File: config.mk
export PLATFORM = sky130hd
export DESIGN_NAME = plt_ram
export DESIGN_NICKNAME = d
export VERILOG_FILES = /design/src/hw/rtl/plt_ram.sv
export SDC_FILE = /design/constraint.sdc
export NUM_CORES = 2
export LEC_CHECK = 0
export ABC_AREA = 1
export BUFFER_PORTS_ARGS = -buffer_cell sky130_fd_sc_hd__buf_2
export CAP_MARGIN = 20
export CORE_MARGIN = 2
export CORE_UTILIZATION = 40
export DETAILED_ROUTE_END_ITERATION = 12
export HOLD_SLACK_MARGIN = 0.15
export PLACE_DENSITY = 0.58
export SETUP_SLACK_MARGIN = 0.4
export SYNTH_ARGS = -nofsm -noshare
export SYNTH_HDL_FRONTEND = slang
export SYNTH_SLANG_ARGS = --single-unit
File: constraint.sdc
create_clock -name clk -period 4.6 [get_ports clk]
set_input_delay 0 -clock clk [delete_from_list [all_inputs] [get_ports clk]]
set_output_delay 0 -clock clk [all_outputs]
set_load 0.01 [all_outputs]
File: src/hw/rtl/plt_ram.sv
// plt_ram: generic simple dual-port memory, one write and one registered read port.
// Depends on nothing.
module plt_ram #(
  parameter int WIDTH = 64,
  parameter int DEPTH = 32
) (
  input  logic                     clk,
  input  logic                     we,
  input  logic [$clog2(DEPTH)-1:0] waddr,
  input  logic [WIDTH-1:0]         wdata,
  input  logic                     re,
  input  logic [$clog2(DEPTH)-1:0] raddr,
  output logic [WIDTH-1:0]         rdata
);

  logic [WIDTH-1:0] mem [DEPTH];

  always_ff @(posedge clk) begin
    if (we) begin
      mem[waddr] <= wdata;
    end
    if (re) begin
      rdata <= mem[raddr];
    end
  end

endmodule

==> results by stage <==
Synthesis:
- Sequential elements use 75.8% of the synthesized area.
- In this run the cell area of the synthesized design comes to about 84000 µm².
- edfxtp_1 takes more of the synthesized area than any other cell.
- After synthesis the netlist holds a flip-flop and latch count of 2112.
- Yosys attributes the largest share of cell area to edfxtp_1, nand3_1, nand2_1.
- Summed over its instances, the top area cell type makes up 75.8% of the synthesized netlist area.
- Synthesis produced a netlist whose cell count is 6768.
- The average instance area after synthesis is 12.4 µm².
- Counting distinct cell types in the post-synthesis netlist gives 12.
- The number of nets in the synthesized netlist is around 7k.
- The count of synthesis-stage warnings from yosys is 0.

Clock network:
- The longest clock path from root to sink contains 3 buffers.
- The clock insertion delay at the later pin of the skew report is 850 ps.
- Buffers inserted during clock tree synthesis total just over 200.
- The number of levels in the clock H-tree is 4.
- TritonCTS built the clock tree.
- The tree is rooted in a clkbuf_16.
- Clock-pin slew was measured on the worst setup and hold paths at approximately 60 ps.
- The clock sink total is 2112.

Die:
- The initial core utilization is 40.3%.
- The standard-cell row count is ~170.
- The die covers 213000 µm².
- After floorplanning, the core was sized to cover approximately 210000 µm².
- From bottom edge to top edge, the die measures 461 µm.
- The number of placed I/O pins is roughly 140.
- The width of the die is 461 µm.

Flow run:
- The tool flagged a number of max-cap violations equal to 0.

Place:
- Buffers placed on the I/O ports in this run total between 100 and 150.
- The weighted congestion at the end of routability-driven global placement is approximately 0.77.
- Summed over all nets, the half-perimeter wirelength after detailed placement is 115000 µm.
- Prior to clock tree synthesis, the placed netlist has a worst setup slack of ~1800 ps.

Cells and area:
- The relative area change from synthesis to final layout is 13.0%.
- In the layout the commonest cells are nand2_1, edfxtp_1, nand3_1, clkbuf_16, buf_2.
- The filler cells instantiated in the layout total 18.6k.
- The multi-input combinational cell area is 18300 µm².
- For this run, the post-layout net count is between 6k and 7k.
- The leading cell type in the layout, fill and taps excluded is nand2_1.
- The fraction of layout instances using a drive strength above 1 is 7.91%.
- The area taken by flip-flops and latches is 63400 µm².

Pwr:
- The power share of the clock group is 40.4%.
- In this run switching power makes up between 20% and 30% of total power.
- The register share of total power is 53.7%.
- The internal portion of the total power is about 31 mW.
- Across the VDD grid, the largest voltage drop is ~0.43 mV.
- The leakage power is 33.2 nW.
- The switching component of the power is 9.13 mW.
- The power share of the combinational group is 5.9%.
- Power spread over the standard cell area amounts to about 430 nW/µm².

Worst setup path:
- In this run the register-to-register setup slack is 2340 ps.
- The destination of the worst register-to-register timing path is rdata[8]$_DFFE_PP_.
- The worst endpoint required time is 5300 ps.
- The critical path's top delay family is buffers and inverters.
- On the critical path, the stage with the largest delay is an instance of inv_16.
- The largest single stage delay on the critical path is 660 ps.
- Measured in cells, the most critical reg-to-reg path has a length of 8.
- Traced cell by cell, the critical path runs through dlygate4sd3_1 -> buf_8 -> inv_16 -> buf_4 -> nand2_1 -> nand3_1 -> nand3_1 -> nand3_1 -> nand3_1 -> dlygate4sd3_1 -> nand2_1 -> dlygate4sd3_1.
- The worst setup path is of the in2reg kind.
- The arrival time of the worst setup path is slightly below 4000 ps.
- The critical path buffer and inverter count is 6.
- In this run the critical register-to-register path is launched from mem[23][8]$_DFFE_PP_.
- In this design, the critical path's most frequently occurring cell is nand3_1.
- The worst setup path is launched from an input port.
- The endpoint kind of the worst setup timing path is a flip-flop.
- Of all nets on the critical path, the largest fanout is between 200 and 250.

STA:
- Setup slack on the critical path of the routed design comes to ~1400 ps.
- After routing, the total negative slack on setup checks comes to 0 ps.
- Setup repair after global routing left no endpoint under its margin.
- The max-slew violation count is 0.
- The clock period could shrink to ~3200 ps.
- The final worst clock skew is between 30 and 40 ps.
- Setup violations remaining at the end of the flow were counted as 0.
- The achievable frequency is 313 MHz.
- The final hold violation count is 0.
- The worst-margin pin slew is 1130 ps.
- Measured against its own limit, the worst slew margin works out to 24.9%.
- Dividing the final minimum period by the clock period gives 69.5%.

Routing:
- After detailed routing, the met2 layer carries approximately 110000 µm of wire.
- After detailed routing, the number of remaining DRC violations is 0.
- The total number of vias is 53.9k.
- After detailed routing, the number of vias per cell comes to 5.48.
- In the final routing, the length of wire on met1 measures 105000 µm.
- The first TritonRoute pass finished after 5 iterations.
- The uppermost signal routing layer after detailed routing is met5.
- Once detail routing completed, the nets flagged for antenna violations numbered 0.
- The number of design-rule violations left by the first detailed-router iteration is 6253.
- Wire segments on met3 add up to about 18000 µm in the final route.
- Dividing the detail-routed wire length by the instance count gives ~24 µm.
- The overall routed net length is between 200000 and 250000 µm.

Min path:
- The worst hold path startpoint is wdata[34].
- The worst hold path terminates at mem[20][34]$_DFFE_PP_.
- Counting instances, the worst hold path has a depth of 2.
- The type of the most critical hold path is in2reg.

Global route:
- Global routing consumed, over all layers together, around 22% of the routing resources.
- The first global-routing pass estimated 352000 µm of wire.
- The maximum number of pins on one net before global-route repair is 209.
- The initial antenna violation count is 22.
- The via count of the first global-routing pass is 51.1k.
- The total overflow left after global routing is 0.

Run status:
- The run finished with clean final reports.
## metrics by stage
step | util [%] | cells | total power, mW | hold WS, ps | area [µm²]
final | 45.5 | 9834 | 40.2 | 212 | 94500
after global routing | 45.5 | 9828 | 41.4 | 217 | 94500
after CTS | 45.5 | 9827 | 40.4 | 161 | 94500
after detailed placement | 42.1 | 9367 | 24.3 | 410 | 87300
after global placement | 42.1 | 9366 | 24.3 | 415 | 87300
after floorplan | - | 6768 | 23.3 | 98.9 | 83600
## kinds of logic (layout without fill, tap and decap cells)
| kind of cell | after synthesis | in the layout | synth area share [%] |
|---|---|---|---|
| AND/OR/NAND/NOR | 4208 | 4208 | 21.6 |
| buffers and inverters | 448 | 719 | 2.59 |
| flip-flops | 2112 | 2112 | 75.8 |
| other | 0 | 7 | 0 |
## metal layers
| layer | up-vias | global-route usage [%] |
|---|---|---|
| met1 | 27100 | 32.4 |
| met4 | 14 | 4.89 |
| met5 | - | 0 |
| li1 | 24300 | - |
| met2 | 2190 | 35.5 |
| met3 | 341 | 3.41 |
## sequential cells by signal, indices dropped and copies added, names as in the netlist
register	count
mem	2048
rdata	64
## layout make-up
type	instances	area share, %
Clock inverter	121	0.975
Sequential cell	2112	67.1
Tap cell	2788	3.69
Clock buffer	262	5.77
Multi-Input combinational cell	4208	19.4
Timing Repair Buffer	326	3.00
Antenna cell	7	0.0185
Inverter	10	0.0808
## power by group through the flow
stage / Clock [mW] / Combinational (mW) / Sequential (mW)
after floorplan: 0 / 1.30 / 22.0
after global placement: 0 / 2.29 / 22.0
after detailed placement: 0 / 2.31 / 22.0
after CTS: 16.5 / 2.38 / 21.6
after global routing: 17.2 / 2.61 / 21.6
final: 16.2 / 2.38 / 21.6
## synthesized netlist by cell type
library cell     n
nor2_1          32
clkbuf_1        82
buf_6            4
nand3_1       1800
edfxtp_1      2112
buf_1           49
buf_2          275
inv_2            2
buf_4           28
nand2_1       2376
inv_1            7
inv_4            1
## what timing repair did
item,CTS,global route
resized for setup,0,0
hold buffers,77,0
buffers inserted,0,0
hold endpoints to repair,2383,0
## how the worst max path moves through the flow
| stage | slack (ps) | end | start | cells past startpoint |
|---|---|---|---|---|
| detailed placement | 1850 | rdata[25]$_DFFE_PP_ | raddr[0] | 11 |
| finish | 1400 | rdata[8]$_DFFE_PP_ | raddr[0] | 12 |
| global route | 1160 | rdata[8]$_DFFE_PP_ | raddr[0] | 12 |
| global placement | 1880 | rdata[25]$_DFFE_PP_ | raddr[0] | 11 |
| floorplan | 1140 | mem[0][0]$_DFFE_PP_ | waddr[0] | 3 |
| CTS | 1440 | rdata[8]$_DFFE_PP_ | raddr[0] | 12 |
Power figures use the tool's default switching activity.
